$ cat config.mk
export PLATFORM = sky130hd
export DESIGN_NAME = random_bits_to_uniform_float_unit
export DESIGN_NICKNAME = d
export VERILOG_FILES = /design/src/rtl/rbuf_pkg.sv /design/src/rtl/random_bits_to_uniform_float_unit.sv
export VERILOG_INCLUDE_DIRS = /design/src /design/src/rtl
export SDC_FILE = /design/constraint.sdc
export NUM_CORES = 1
export LEC_CHECK = 0
export BUFFER_PORTS_ARGS = -buffer_cell sky130_fd_sc_hd__buf_2
export CAP_MARGIN = 20
export CORE_MARGIN = 2
export CORE_UTILIZATION = 35
export CTS_CLUSTER_SIZE = 20
export DETAILED_ROUTE_END_ITERATION = 12
export PLACE_DENSITY_LB_ADDON = 0.1
export SYNTH_ARGS = -nofsm -noshare
export SYNTH_HDL_FRONTEND = slang
export SYNTH_SLANG_ARGS = --single-unit
export TNS_END_PERCENT = 5
$ cat constraint.sdc
create_clock -name clk -period 2.7 [get_ports clk]
set_input_delay 0.135 -clock clk [delete_from_list [all_inputs] [get_ports clk]]
set_output_delay 0.135 -clock clk [all_outputs]
set_load 0.1 [all_outputs]
$ cat src/rtl/random_bits_to_uniform_float_unit_macros.svh
// assertion macros for the random bits to uniform float unit
// expects clk and arst_n in the scope of the module that uses them
`ifndef RANDOM_BITS_TO_UNIFORM_FLOAT_UNIT_MACROS_SVH
`define RANDOM_BITS_TO_UNIFORM_FLOAT_UNIT_MACROS_SVH

`define RBUF_ASSERT_IMP(label, ante, cons) \
	label: assert property (@(posedge clk) disable iff (!arst_n) (ante) |-> cons) \
		else $error("rbuf assertion failed");

`define RBUF_ASSERT_NEXT(label, ante, cons) \
	label: assert property (@(posedge clk) disable iff (!arst_n) (ante) |=> cons) \
		else $error("rbuf assertion failed");

`endif

$ cat src/rtl/rbuf_pkg.sv
// package for the random bits to uniform float unit
// mode codes, exponent limits and the per-stage control struct; no dependencies
`default_nettype none

package rbuf_pkg;

	typedef enum logic [2:0] {
		FUNC_SGL        = 3'd0,
		FUNC_SGL_SIGNED = 3'd1,
		FUNC_DBL        = 3'd2,
		FUNC_DBL_SIGNED = 3'd3,
		FUNC_FAST       = 3'd4
	} func_t;

	localparam logic [7:0]  SGL_EXP_TOP = 8'd126;
	localparam logic [7:0]  SGL_EXP_MIN = 8'd94;
	localparam logic [10:0] DBL_EXP_TOP = 11'd1022;
	localparam logic [10:0] DBL_EXP_MIN = 11'd959;

	localparam logic [5:0] SGL_SHIFT_CAP = 6'(SGL_EXP_TOP - SGL_EXP_MIN);
	localparam logic [5:0] DBL_SHIFT_CAP = 6'(DBL_EXP_TOP - DBL_EXP_MIN);

	typedef struct packed {
		logic sign;
		logic dbl;
		logic zero;
	} ctrl_t;

endpackage

`default_nettype wire

$ cat src/rtl/random_bits_to_uniform_float_unit.sv
// random bits to uniform float unit: five-stage normalise and pack pipeline
// depends on rbuf_pkg and random_bits_to_uniform_float_unit_macros.svh
// throughput: one item per cycle, busy is always low, the receiver cannot stall
// stages: operand prep, per-byte leading-zero count, count merge, shift, pack
// reset: arst_n clears the stage valid bits only, no clearing pass
`default_nettype none

`include "random_bits_to_uniform_float_unit_macros.svh"

module random_bits_to_uniform_float_unit (
	input  wire logic        clk,
	input  wire logic        arst_n,
	input  wire logic        start,
	output logic             busy,
	input  wire logic [2:0]  func,
	input  wire logic [63:0] random_word,
	output logic             done,
	output logic [63:0]      result_bits
);

	logic             valid_s1, valid_s2, valid_s3, valid_s4, valid_s5;
	rbuf_pkg::ctrl_t  ctrl_s1, ctrl_s2, ctrl_s3, ctrl_s4;
	logic [63:0]      v_s1, v_s2, v_s3;
	logic [7:0]       byte_nz_s2;
	logic [2:0]       byte_lz_s2 [8];
	logic [5:0]       shift_s3;
	logic [63:0]      shifted_s4;
	logic [10:0]      exp_s4;
	logic [63:0]      result_s5;

	logic             take;
	rbuf_pkg::ctrl_t  ctrl_in;
	logic [63:0]      v_in;
	logic [7:0]       byte_nz;
	logic [2:0]       byte_lz [8];
	logic [6:0]       lz;
	logic [5:0]       cap;
	logic [5:0]       shift;
	logic [63:0]      packed_res;

	assign busy = 1'b0;
	assign take = start && !busy;

	// operand prep
	always_comb begin
		ctrl_in = '0;
		v_in    = '0;
		case (func)
			rbuf_pkg::FUNC_SGL: begin
				v_in = {random_word[31:0], 32'd0};
			end
			rbuf_pkg::FUNC_SGL_SIGNED: begin
				v_in         = {random_word[30:0], 33'd0};
				ctrl_in.sign = random_word[31];
			end
			rbuf_pkg::FUNC_DBL: begin
				v_in        = random_word;
				ctrl_in.dbl = 1'b1;
			end
			rbuf_pkg::FUNC_DBL_SIGNED: begin
				v_in         = {random_word[62:0], 1'b0};
				ctrl_in.sign = random_word[63];
				ctrl_in.dbl  = 1'b1;
			end
			rbuf_pkg::FUNC_FAST: begin
				v_in         = {random_word[31:9], 41'd0};
				ctrl_in.zero = (random_word[31:9] == 23'd0);
			end
			default: begin
				ctrl_in.zero = 1'b1;
			end
		endcase
	end

	// per-byte leading-zero count, byte 0 is the top byte
	always_comb begin
		for (int b = 0; b < 8; b++) begin
			byte_nz[b] = (v_s1[63 - 8*b -: 8] != 8'd0);
			byte_lz[b] = 3'd0;
			for (int i = 0; i < 8; i++) begin
				if (v_s1[63 - 8*b - 7 + i]) begin
					byte_lz[b] = 3'(7 - i);
				end
			end
		end
	end

	// merge counts and clamp to the mode's shift limit
	always_comb begin
		lz = 7'd64;
		for (int b = 7; b >= 0; b--) begin
			if (byte_nz_s2[b]) begin
				lz = {1'b0, 3'(b), byte_lz_s2[b]};
			end
		end
		cap   = ctrl_s2.dbl ? rbuf_pkg::DBL_SHIFT_CAP : rbuf_pkg::SGL_SHIFT_CAP;
		shift = (lz > {1'b0, cap}) ? cap : lz[5:0];
	end

	always_comb begin
		if (ctrl_s4.zero) begin
			packed_res = '0;
		end else if (ctrl_s4.dbl) begin
			packed_res = {ctrl_s4.sign, exp_s4, shifted_s4[62:11]};
		end else begin
			packed_res = {32'd0, ctrl_s4.sign, exp_s4[7:0], shifted_s4[62:40]};
		end
	end

	always_ff @(posedge clk or negedge arst_n) begin
		if (!arst_n) begin
			valid_s1 <= 1'b0;
			valid_s2 <= 1'b0;
			valid_s3 <= 1'b0;
			valid_s4 <= 1'b0;
			valid_s5 <= 1'b0;
		end else begin
			valid_s1 <= take;
			valid_s2 <= valid_s1;
			valid_s3 <= valid_s2;
			valid_s4 <= valid_s3;
			valid_s5 <= valid_s4;
		end
	end

	always_ff @(posedge clk) begin
		ctrl_s1    <= ctrl_in;
		v_s1       <= v_in;
		ctrl_s2    <= ctrl_s1;
		v_s2       <= v_s1;
		byte_nz_s2 <= byte_nz;
		byte_lz_s2 <= byte_lz;
		ctrl_s3    <= ctrl_s2;
		v_s3       <= v_s2;
		shift_s3   <= shift;
		ctrl_s4    <= ctrl_s3;
		shifted_s4 <= v_s3 << shift_s3;
		exp_s4     <= ctrl_s3.dbl ? (rbuf_pkg::DBL_EXP_TOP - 11'(shift_s3))
			: (11'(rbuf_pkg::SGL_EXP_TOP) - 11'(shift_s3));
		result_s5  <= packed_res;
	end

	assign done        = valid_s5;
	assign result_bits = result_s5;

	`RBUF_ASSERT_IMP(a_latency, take, ##5 done)
	`RBUF_ASSERT_IMP(a_no_spurious_done, done, $past(take, 5))
	`RBUF_ASSERT_NEXT(a_valid_chain, valid_s3, valid_s4)
	`RBUF_ASSERT_IMP(a_sgl_exp_range, valid_s4 && !ctrl_s4.dbl,
		exp_s4 >= 11'(rbuf_pkg::SGL_EXP_MIN) && exp_s4 <= 11'(rbuf_pkg::SGL_EXP_TOP))
	`RBUF_ASSERT_IMP(a_dbl_exp_range, valid_s4 && ctrl_s4.dbl,
		exp_s4 >= rbuf_pkg::DBL_EXP_MIN && exp_s4 <= rbuf_pkg::DBL_EXP_TOP)

endmodule

`default_nettype wire

# Word level (Yosys, flattened, before mapping)
# Cells that the tools add are included.
dict set report word_totals {
  regBits 385
  output_inout_bits 66
  input_bits 70
  word_cells 160
}
dict set report classes {
  muxes 72
  n_reduce_logical 29
  eq_ne 4
  n_lt_le_gt_ge 1
  n_bitwise 1
  n_addsub 2
  n_shift 1
}
# op n
set ops {}
lappend ops {{$pmux 64 s5} 1}
lappend ops {{$mux 3} 32}
lappend ops {{$reduce_bool 8->1} 8}
lappend ops {{$shl 64x6->63} 1}
lappend ops {{$mux 7} 8}
lappend ops {{$reduce_or 4->1} 9}
lappend ops {{$mux 2} 16}
lappend ops {{$mux 32} 1}
lappend ops {{$logic_not 23->1} 1}
lappend ops {{$reduce_or 2->1} 10}
lappend ops {{$mux 11} 1}
lappend ops {{$sub 10x6->11 const A} 1}
lappend ops {{$mux 1} 9}
lappend ops {{$sub 7x6->8 const A} 1}
lappend ops {{$gt 7x6->1} 1}
lappend ops {{$eq 3x2->1 const B} 2}
lappend ops {{$mux 6} 1}
lappend ops {{$mux 5} 1}
lappend ops {{$pmux 1 s2} 2}
lappend ops {{$eq 3x1->1 const B} 1}
lappend ops {{$eq 3x3->1 const B} 1}
lappend ops {{$logic_not 3->1} 1}
lappend ops {{$not 1->1} 1}

# Logic depth before layout (Yosys ltp)
# Gate-level depths: netlist of the first run.
dict set report depth {
  depth_word 10
  mapped_depth 14
  mapped_depth_nobuf 12
}

# Worst setup path before layout of the first run
# No wires, ideal clock.
dict set report synth_timing {
  path_kind {register -> register}
  from {register byte_nz_s2[6]}
  to {register shift_s3[1]}
  path_buffers 2
  setup_slack_ps -70
  required_ps 2579
  period_less_slack_ps 2770
  setup_ps 121
  t_arrival_ps 2649
  stages_incl_launch_ff 15
  cell_sequence {dfxtp_1 > clkbuf_1 > a21oi_1 > o21ai_0 > nand2_1 > a311o_1 > a21oi_1 > ha_1 > nor2b_1 > o21a_1 > o21a_1 > o2111ai_1 > and3_1 > clkbuf_1 > mux2_2}
}
dict set report synth_via {
  elab_chain_cells 9
}
# item line_no
set synth_lines {}
lappend synth_lines {{start: declaration} random_bits_to_uniform_float_unit.sv:24} ;# logic [7:0] byte_nz_s2;
lappend synth_lines {{start signal: assignment} random_bits_to_uniform_float_unit.sv:131} ;# byte_nz_s2 <= byte_nz;
lappend synth_lines {{$mux 7 (*) (7 in a row)} random_bits_to_uniform_float_unit.sv:92} ;# if (byte_nz_s2[b]) begin
lappend synth_lines {{$gt 7x6->1} random_bits_to_uniform_float_unit.sv:97} ;# shift = (lz > {1'b0, cap}) ? cap : lz[5:0];
lappend synth_lines {{$mux 6 (*)} random_bits_to_uniform_float_unit.sv:97}
lappend synth_lines {{net shift[1]} random_bits_to_uniform_float_unit.sv:38} ;# logic [5:0] shift;
lappend synth_lines {{end signal: assignment} random_bits_to_uniform_float_unit.sv:135} ;# shift_s3 <= shift;
lappend synth_lines {{end: declaration} random_bits_to_uniform_float_unit.sv:26} ;# logic [5:0] shift_s3;
# The timed path passes the listed nets; every way through them passes the cells marked *.
# A chain may end at the register's enable or synchronous reset.

# Final worst setup path of the first run
# Same ends and word-level chain as after synthesis.

==> flow_summary.json, run 1 <==
{
  "path_common_cell": "o21a_1",
  "die_w_um": 206,
  "hp-start": "random_word[46]",
  "reg2reg_from": "byte_nz_s2[6]$_DFF_P_",
  "holdWs_ns": 0.0344,
  "max_freq_ghz": 0.374,
  "ys_warn_count": 0,
  "worstPathArrival_ns": 3.11,
  "cts_buffer_depth": 3,
  "setup_viol": 0,
  "dieArea_um2": 42400,
  "wl_per_cell_um": 19.5,
  "routabilityCongestion": 0.900,
  "core_area_um2": 40000,
  "mostFrequentLayoutCells": "355 x dfxtp_1, 132 x buf_2, 131 x nor2_1, 122 x mux2i_1, 92 x a21oi_1",
  "synth_edf_count": 0,
  "synth_flop_cell": "dfxtp_1",
  "wl_met1_um": 18300,
  "post-route-util_pct": 45.0,
  "grt_pass1_wl_um": 64100,
  "yosysSeqAreaShare_pct": 51.4,
  "grt-ovfl-total": 0,
  "dr.pass1.iters": 5,
  "drc": 0,
  "leakage_nw": 7.53,
  "crit_buf_inv": 0,
  "period_needed_ns": 2.68,
  "min_path_type": "in -> reg",
  "layout_commonest_cell": "dfxtp_1",
  "syn_area_um2": 14300,
  "post-route-cell-area_um2": 18000,
  "critPathKind": "reg -> reg",
  "grt_usage_pct": 20.0,
  "synth.distinct_cells": 66,
  "max_cap_violations": 0,
  "initial_core_util_pct": 35.7,
  "cellPowerDensity_nw_per_um2": 898,
  "cts-buffers-inserted": 40,
  "grt_pass1_vias": 11021,
  "clk_pin_slew_ns": 0.06,
  "clock_sinks": 365,
  "antenna_left": 0,
  "maxUsedRoutingLayer": "met4",
  "worstMarginPinSlew_ns": 0.887,
  "relSlewSlack_pct": 40.6,
  "start_kind": "flip-flop",
  "clkLatencyLatePin_ns": 0.56,
  "cp_cell_sequence": "a21oi_1 > o21ai_1 > nand2_1 > a311o_1 > a21oi_2 > ha_1 > nor2b_1 > o21a_1 > o21a_1 > o2111ai_2 > and3_4 > mux2_4",
  "ys_ff_latch": 365,
  "drt_wl_total_um": 42200,
  "syn_avg_cell_area_um2": 10.4,
  "htree_levels": 2,
  "path_max_fanout": 7,
  "layout-drive-gt1-share_pct": 22.6,
  "critPathMaxStageDelay_ns": 0.38,
  "cts_root_buf": "clkbuf_16",
  "dieHeight_um": 206,
  "core.rowCount": 73,
  "via_per_inst": 5.12,
  "final_net_count": 1680,
  "total_power_w": 0.0162,
  "vias": 11052,
  "rsz0062_at_grt": "true",
  "outcome": "completed",
  "whs_path_depth": 3,
  "ir_drop_v": 0.000380,
  "post_dp_cell_area_um2": 15700,
  "antenna_found_initial": 1,
  "antenna_cells": 0,
  "wl_met2_um": 20000,
  "critPathCaptureType": "flip-flop",
  "crit_required_ns": 3.14,
  "async_reset_ff_share_pct": 1.37,
  "syn_to_final_growth_pct": 26.1,
  "grt_max_degree": 71,
  "synthCells": 1378,
  "finalCritPeriodShare_pct": 99.1,
  "wl_met3_um": 1790,
  "hold_viol_final": 0,
  "crit_slowest_cell": "dfxtp_4",
  "dp_hpwl_um": 32400,
  "portBuffers": 133,
  "crit_family": "compound AO/OA/AOI/OAI gates",
  "rr_endpoint": "shift_s3[1]$_DFF_P_",
  "drt_iter0_markers": 683,
  "fill_cells": 3871,
  "clock_skew_ns": 0.0166,
  "slew_violations": 0,
  "holdPathEnd": "v_s1[47]$_SDFF_PN0_",
  "num_io_pins": 136,
  "cts_tree": "done",
  "ff2ff_setup_slack_ns": 0.02,
  "r2r_cells": 12
}
per-layer routing:
metal | track usage, % | vias up
li1 | - | 5379
met1 | 24.4 | 5266
met2 | 33.7 | 306
met3 | 3.23 | 101
met4 | 11.0 | 0
met5 | 0 | -
how the worst max path moves through the flow:
stage,startpoint,to,slack [ns],cells past startpoint
2_1_floorplan,byte_nz_s2[2]$_DFF_P_,shift_s3[1]$_DFF_P_,0.01,13
3_3_place_gp,byte_nz_s2[5]$_DFF_P_,shift_s3[1]$_DFF_P_,-0.05,13
3_5_place_dp,byte_nz_s2[6]$_DFF_P_,shift_s3[1]$_DFF_P_,-0.11,12
4_1_cts,byte_nz_s2[5]$_DFF_P_,shift_s3[1]$_DFF_P_,0.007,13
5_1_grt,byte_nz_s2[6]$_DFF_P_,shift_s3[1]$_DFF_P_,-0.11,12
6_report,byte_nz_s2[6]$_DFF_P_,shift_s3[1]$_DFF_P_,0.02,12
layout make-up:
| class | instances | area, µm² | area share [%] |
|---|---|---|---|
| Sequential cell | 365 | 7340 | 40.8 |
| Inverter | 33 | 124 | 0.688 |
| Multi-Input combinational cell | 882 | 6420 | 35.7 |
| Clock buffer | 54 | 1150 | 6.41 |
| Timing Repair Buffer | 282 | 2090 | 11.6 |
| Tap cell | 525 | 657 | 3.65 |
| Clock inverter | 18 | 215 | 1.20 |
worst reg2reg max path, stage by stage (launching register included):
cell	delay (ns)
dfxtp_4	0.38
a21oi_1	0.07
o21ai_1	0.10
nand2_1	0.06
a311o_1	0.30
a21oi_2	0.17
ha_1	0.26
nor2b_1	0.13
o21a_1	0.18
o21a_1	0.18
o2111ai_2	0.16
and3_4	0.26
mux2_4	0.30
Yosys cell counts, types with 4 or more instances:
master	number	share of area, %
a211oi_1	26	1.4
nand2_1	74	1.9
buf_6	4	0.32
ha_1	6	0.53
nor3_1	30	1.1
a31oi_1	5	0.22
o21bai_1	10	0.53
nor2b_1	51	2.2
and3_1	7	0.31
nand2b_1	9	0.39
mux2_2	42	3.3
inv_1	32	0.84
a21o_1	4	0.21
dfrtp_1	5	0.88
a22o_1	5	0.31
o21a_1	11	0.58
o221ai_1	11	0.67
clkbuf_1	65	1.7
mux4_2	33	5.2
mux2i_1	123	8.6
nand3_1	11	0.39
o22a_1	6	0.37
a21oi_1	95	3.3
nor4_1	22	0.96
o211ai_1	5	0.26
dfxtp_1	360	50
o21ai_0	38	1.3
a22oi_1	7	0.37
o22ai_1	40	1.8
buf_1	11	0.29
nor2_1	131	3.4
and2_1	33	1.4
buf_2	11	0.39
buf_4	6	0.32
report_power, final:
| group | switching, W | internal, W | total [W] |
|---|---|---|---|
| combinational | 0.00276 | 0.00148 | 0.00424 |
| clock | 0.00215 | 0.00333 | 0.00548 |
| sequential | 0.000375 | 0.00608 | 0.00645 |
state kept, by name, summed over array words and instances, names as in the netlist:
register,count
byte_lz_s2,24
byte_nz_s2,8
ctrl_s1,3
ctrl_s2,3
ctrl_s3,3
ctrl_s4,2
done,1
exp_s4,8
result_bits,61
shift_s3,6
shifted_s4,52
v_s1,64
v_s2,63
v_s3,63
valid_s1,1
valid_s2,1
valid_s3,1
valid_s4,1
logic make-up (layout without fill, tap and decap cells):
group / count (synthesis) / after routing / synth area share (%)
AO/OA/AOI/OAI: 292 / 292 / 13.2
XOR/XNOR: 4 / 4 / 0.245
adder cells (fa/ha/maj): 6 / 6 / 0.526
buffers and inverters: 132 / 387 / 4.16
flip-flops: 365 / 365 / 51.4
multiplexers: 203 / 203 / 18.0
other: 1 / 2 / 0.0263
AND/OR/NAND/NOR: 375 / 375 / 12.5
repair_timing:
item | CTS | global route
endpoints found under the setup margin | 5 | 7
hold buffers | 82 | 0
pin swaps | 4 | 8
gates resized for setup | 18 | 5
endpoints found under the hold margin | 70 | 0
setup buffers | 1 | 3
through the flow:
stage	instances	setup TNS [ns]	worst slack, ns
6_report	2159	0	0.0235
5_1_grt	2159	-0.525	-0.115
4_1_cts	2156	0	0.00680
3_5_place_dp	2001	-0.459	-0.111
3_3_place_gp	2000	-0.200	-0.0516
2_1_floorplan	1379	0	0.00985
(Power assumes the default switching activity.)
==> run 2: changes to the inputs <==
==> constraint.sdc (replaced) <==
create_clock -name clk -period 2.7 [get_ports clk]
set_input_delay 0.405 -clock clk [delete_from_list [all_inputs] [get_ports clk]]
set_output_delay 0.405 -clock clk [all_outputs]
set_load 0.005 [all_outputs]
==> flow_summary.json, run 2 (same netlist as run 1, synthesis figures left out) <==
{
  "clock_skew_ns": 0.0332,
  "setup_viol": 4,
  "min_path_type": "in -> reg",
  "clk_pin_slew_ns": 0.06,
  "dieHeight_um": 206,
  "cellPowerDensity_nw_per_um2": 865,
  "period_needed_ns": 2.75,
  "max_cap_violations": 0,
  "dieArea_um2": 42400,
  "maxUsedRoutingLayer": "met4",
  "largest_reg_flops": 64,
  "grt-ovfl-total": 0,
  "core.rowCount": 73,
  "core_area_um2": 40000,
  "syn_to_final_growth_pct": 20.4,
  "initial_core_util_pct": 35.7,
  "hold_viol_final": 0,
  "layout_commonest_cell": "dfxtp_1",
  "die_w_um": 206,
  "worstPathArrival_ns": 3.20,
  "grt_usage_pct": 20.1,
  "outcome": "finished, violations left",
  "wl_per_cell_um": 20.1,
  "clock_sinks": 365,
  "cts_root_buf": "clkbuf_16",
  "drt_iter0_markers": 641,
  "holdWs_ns": 0.127,
  "critPathKind": "reg -> reg",
  "rsz0062_at_grt": "true",
  "htree_levels": 2,
  "max_freq_ghz": 0.363,
  "dr.pass1.iters": 6,
  "crit_family": "compound AO/OA/AOI/OAI gates",
  "critPathMaxStageDelay_ns": 0.36,
  "setup_slack_ns": -0.0527,
  "final_net_count": 1608,
  "ir_drop_v": 0.000407,
  "slew_violations": 0,
  "num_io_pins": 136,
  "top_regs": "v_s1: 64 flops, v_s2: 63 flops, v_s3: 63 flops",
  "relSlewSlack_pct": 43.1,
  "worstMarginPinSlew_ns": 0.850,
  "path_max_fanout": 5,
  "layout-drive-gt1-share_pct": 24.1,
  "wl_met3_um": 1700,
  "total_power_w": 0.0149,
  "grt_max_degree": 97,
  "via_per_inst": 5.09,
  "grt_pass1_wl_um": 64100,
  "cp_cell_sequence": "buf_6 > a21oi_2 > o21ai_2 > a221oi_2 > o41ai_2 > mux2i_1 > ha_2 > nor2b_1 > o21a_1 > o21a_1 > o2111ai_2 > and3_4 > mux2_4",
  "critPathCaptureType": "flip-flop",
  "antenna_left": 0,
  "post-route-util_pct": 43.0,
  "drt_wl_total_um": 41900,
  "drc": 0,
  "leakage_nw": 7.21,
  "path_common_cell": "o21a_1",
  "finalCritPeriodShare_pct": 102,
  "antenna_found_initial": 0,
  "mostFrequentLayoutCells": "355 x dfxtp_1, 132 x buf_2, 131 x nor2_1, 122 x mux2i_1, 92 x a21oi_1",
  "dp_hpwl_um": 33000,
  "clkLatencyLatePin_ns": 0.56,
  "cts_tree": "done",
  "violations": "setup timing",
  "pre_cts_ws_ns": -0.138,
  "portBuffers": 133,
  "grt_pass1_vias": 10609,
  "largest-register": "v_s1",
  "start_kind": "flip-flop",
  "crit_required_ns": 3.14,
  "cts-buffers-inserted": 40,
  "cts_buffer_depth": 3,
  "routabilityCongestion": 0.876,
  "wl_met1_um": 18500,
  "crit_slowest_cell": "dfxtp_4",
  "vias": 10619,
  "wl_met2_um": 20100,
  "crit_buf_inv": 1
}
[run 2: changes by cell type in the layout (fill, tap and decap cells not counted), moves of 2 or more]
| cell | delta |
|---|---|
| buf_12 | -2 |
| buf_4 | +10 |
| clkbuf_1 | +2 |
| clkbuf_8 | -4 |
| clkinv_2 | +3 |
| dlygate4sd3_1 | -80 |
[run 2: area by class of cell]
class,count,area [µm²]
Fill cell,3950,22800
Multi-Input combinational cell,882,6430
Antenna cell,1,2.50
Tap cell,525,657
Sequential cell,365,7340
Clock inverter,19,204
Timing Repair Buffer,210,1320
Inverter,33,124
Clock buffer,52,1110
[run 2: what timing repair did]
action                                 in CTS  in global routing
resized for setup                           5                 19
endpoints found under the hold margin       6                  0
pin swaps                                   0                  8
hold buffers                                2                  0
setup endpoints to repair                   5                  8
setup buffers                               1                  1
[run 2: routing by layer]
metal  GRT usage (%)  vias to the layer above
li1                -                     5239
met3            2.92                       77
met4            8.57                        0
met2            34.1                      255
met1            25.4                     5048
met5               0                        -
[run 2: power breakdown]
group | internal, W | switching, W
registers | 0.00608 | 0.000375
logic | 0.00140 | 0.00170
clock network | 0.00320 | 0.00212
[run 2: path summary, 6_finish.rpt]
path                                        to  cells past startpoint  slack (ns)                   from
max                        shift_s3[1]$_DFF_P_                     13       -0.05  byte_nz_s2[5]$_DFF_P_
min                         v_s1[9]$_SDFF_PN0_                      3        0.13         random_word[8]
max reg2reg                shift_s3[1]$_DFF_P_                     13       -0.05  byte_nz_s2[5]$_DFF_P_
min reg2reg                 ctrl_s2[0]$_DFF_P_                      0        0.32  ctrl_s1[0]$_SDFF_PN1_
max in group asynchronous   valid_s1$_DFF_PN0_                      2        2.34                 arst_n
min in group asynchronous   valid_s3$_DFF_PN0_                      2        0.23                 arst_n
[run 2: worst reg2reg max path: cells and delay by family, from the launching register on]
kind            cells  cell delay, ns
buf+inv             1            0.12
flops               1            0.36
simple gates        2            0.31
compound gates      7            1.12
fa+ha+maj           1            0.21
mux                 2            0.51
[run 2: metrics by stage]
step	cells	instance area, µm²	setup TNS (ns)
after CTS	2085	17100	0
after detailed placement	2011	15800	-0.593
after floorplan	1379	14300	0
final	2087	17200	-0.178
after global routing	2086	17200	-0.954
after global placement	2011	15800	-0.270
==> run 3: changes to the inputs <==
--- a/config.mk
+++ b/config.mk
@@ -6,6 +6,7 @@
 export SDC_FILE = /design/constraint.sdc
 export NUM_CORES = 1
 export LEC_CHECK = 0
+export ABC_AREA = 1
 export BUFFER_PORTS_ARGS = -buffer_cell sky130_fd_sc_hd__buf_2
 export CAP_MARGIN = 20
 export CORE_MARGIN = 2
==> flow_summary.json, run 3 <==
{
  "outcome": "completed",
  "synth.distinct_cells": 37,
  "switchingPower_w": 0.00492,
  "rsz0062_at_grt": "false",
  "wl_per_cell_um": 18.6,
  "rr_endpoint": "shift_s3[3]$_DFF_P_",
  "antenna_left": 0,
  "critPathKind": "reg -> reg",
  "clkLatencyLatePin_ns": 0.57,
  "max_cap_violations": 0,
  "seq_area_um2": 7340,
  "dieHeight_um": 205,
  "min_path_type": "in -> reg",
  "pwr-share-seq_pct": 43.0,
  "worstPathArrival_ns": 2.62,
  "ff2ff_setup_slack_ns": 0.52,
  "fill_cells": 4161,
  "syn_area_um2": 14200,
  "layout_commonest_cell": "nand2_1",
  "max_freq_ghz": 0.460,
  "reg2reg_from": "byte_nz_s2[2]$_DFF_P_",
  "cts_resized": 0,
  "synthCells": 1808,
  "cts_tree": "done",
  "post_dp_cell_area_um2": 15200,
  "cellPowerDensity_nw_per_um2": 933,
  "ir_drop_v": 0.000338,
  "grt_pass1_vias": 12062,
  "clkPwrFrac_pct": 34.1,
  "cts_buffer_depth": 3,
  "largest-register": "v_s1",
  "drt_iter0_markers": 989,
  "r2r_cells": 15,
  "via_per_inst": 5.09,
  "clk_pin_slew_ns": 0.06,
  "ys_warn_count": 0,
  "antenna_cells": 0,
  "num_io_pins": 136,
  "async_reset_ff_share_pct": 1.37,
  "dieArea_um2": 42100,
  "dp_hpwl_um": 35100,
  "critPathCaptureType": "flip-flop",
  "cp_cell_sequence": "inv_1 > nand2_1 > o22ai_1 > nor2_1 > nand2_1 > a21oi_1 > ha_1 > a21oi_1 > o21ai_0 > nand2_1 > nand2_1 > o21ai_0 > nand2_1 > nand3_1 > nand2_1",
  "layout-drive-gt1-share_pct": 13.5,
  "synth_top_area_share_pct": 50.9,
  "clock_sinks": 365,
  "cts_root_buf": "clkbuf_16",
  "drt_wl_total_um": 45600,
  "vias": 12505,
  "routabilityCongestion": 0.918,
  "grt_usage_pct": 21.8,
  "drc": 0,
  "yosysSeqAreaShare_pct": 51.8,
  "finalCritPeriodShare_pct": 80.6,
  "worstSetupStartpoint": "byte_nz_s2[2]$_DFF_P_",
  "crit_required_ns": 3.15,
  "dr.pass1.iters": 6,
  "leakage_nw": 7.46,
  "antenna_found_initial": 0,
  "synth.most_common_cell": "nand2_1",
  "yosysTopAreaCell": "dfxtp_1",
  "cp.depth": 15,
  "largest_reg_flops": 64,
  "comb_power_share_pct": 22.9,
  "die_w_um": 205,
  "cts-buffers-inserted": 39,
  "period_needed_ns": 2.18,
  "swShare_pct": 32.1,
  "syn_to_final_growth_pct": 16.2,
  "crit_family": "simple AND/OR/NAND/NOR gates",
  "setup_viol": 0,
  "core.rowCount": 73,
  "synth_edf_count": 0,
  "power.internal_w": 0.0104,
  "crit_buf_inv": 1,
  "top_regs": "v_s1: 64 flops, v_s2: 63 flops, v_s3: 63 flops",
  "synth_common_cells": "444 x nand2_1, 416 x nand3_1, 360 x dfxtp_1, 108 x nor2_1, 100 x inv_1",
  "hold_viol_final": 0,
  "htree_levels": 2,
  "final_net_count": 1980,
  "path_max_fanout": 6,
  "grt_pass1_wl_um": 69000,
  "whs_path_depth": 3,
  "cts_setup_buffers": 0,
  "crit_slowest_cell": "dfxtp_1",
  "synth_area_leaders": "dfxtp_1 51%, nand3_1 15%, nand2_1 12%",
  "core_area_um2": 39800,
  "synth_flop_cell": "dfxtp_1",
  "slew_violations": 0,
  "multiInputGateArea_um2": 5890,
  "grt-ovfl-total": 0,
  "critPathMaxStageDelay_ns": 0.38,
  "start_kind": "flip-flop",
  "worstMarginPinSlew_ns": 0.944,
  "relSlewSlack_pct": 37.0,
  "endpoint": "shift_s3[3]$_DFF_P_",
  "clock_skew_ns": 0.0289,
  "path_common_cell": "nand2_1",
  "grt_max_degree": 65,
  "mostFrequentLayoutCells": "444 x nand2_1, 416 x nand3_1, 356 x dfxtp_1, 133 x buf_2, 108 x nor2_1",
  "initial_core_util_pct": 35.5,
  "portBuffers": 133,
  "syn_avg_cell_area_um2": 7.83,
  "tns_ns": 0,
  "holdBufCountCts": 2,
  "post-route-cell-area_um2": 16400,
  "ys_ff_latch": 365
}
==> run 3: routing by layer <==
layer  GRT usage (%)  wire [µm]  vias to the layer above
li1                -          -                     6270
met1            27.1      19700                     5748
met2            37.1      21700                      400
met3            3.74       2320                       87
met4            9.22       1890                        0
met5               0          0                        -
==> run 3: metrics by stage <==
| stage | hold slack (ns) | worst slack [ns] | utilization, % | cells | total power [W] |
|---|---|---|---|---|---|
| 6_report | 0.0856 | 0.524 | 41.3 | 2455 | 0.0153 |
| 5_1_grt | 0.0802 | 0.182 | 41.3 | 2455 | 0.0162 |
| 4_1_cts | 0.0524 | 0.532 | 41.3 | 2455 | 0.0155 |
| 3_5_place_dp | 0.226 | 0.546 | 38.1 | 2386 | 0.0102 |
| 3_3_place_gp | 0.220 | 0.572 | 38.1 | 2386 | 0.0102 |
| 2_1_floorplan | 0.109 | 0.847 | - | 1809 | 0.00892 |
==> run 3: power by group through the flow <==
stage | Combinational, W | Clock, W | Sequential, W
after floorplan | 0.00238 | 0 | 0.00654
after global placement | 0.00349 | 0 | 0.00672
after detailed placement | 0.00348 | 0 | 0.00673
after CTS | 0.00350 | 0.00537 | 0.00661
after global routing | 0.00394 | 0.00560 | 0.00668
final | 0.00350 | 0.00523 | 0.00660
==> run 3: cell type report <==
class	count	area share, %
flip-flops and latches	365	44.6
multi-input cells	1231	35.8
clock buffers	54	6.83
repair buffers	160	5.39
well taps	525	4.00
inverters	107	2.50
clock inverters	13	0.852
==> run 3: cell families (layout without fill, tap and decap cells) <==
kind of cell | count (synthesis) | after routing | share of synthesized area, %
AOI/OAI and AO/OA | 180 | 180 | 8.19
xor gates and xnor gates | 4 | 4 | 0.248
adders and majority gates | 6 | 6 | 0.530
buffers and inverters | 213 | 334 | 6.71
DFF | 365 | 365 | 51.8
other | 1 | 2 | 0.0265
and+or+nand+nor | 1039 | 1039 | 32.5
==> run 3: worst reg2reg max path, stage by stage, from the launching register on <==
cell and delay (ns):
dfxtp_1 0.38, inv_1 0.12, nand2_1 0.10, o22ai_1 0.07, nor2_1 0.11, nand2_1 0.06
a21oi_1 0.22, ha_1 0.31, a21oi_1 0.14, o21ai_0 0.09, nand2_1 0.06, nand2_1 0.04
o21ai_0 0.06, nand2_1 0.09, nand3_1 0.16, nand2_1 0.07
==> run 3: how the worst min path moves through the flow <==
stage                    startpoint                  end
finish              random_word[40]  v_s1[41]$_SDFF_PN0_
global route        random_word[47]  v_s1[48]$_SDFF_PN0_
CTS                 random_word[40]  v_s1[41]$_SDFF_PN0_
detailed placement           arst_n       done$_DFF_PN0_
global placement             arst_n       done$_DFF_PN0_
floorplan                    arst_n       done$_DFF_PN0_
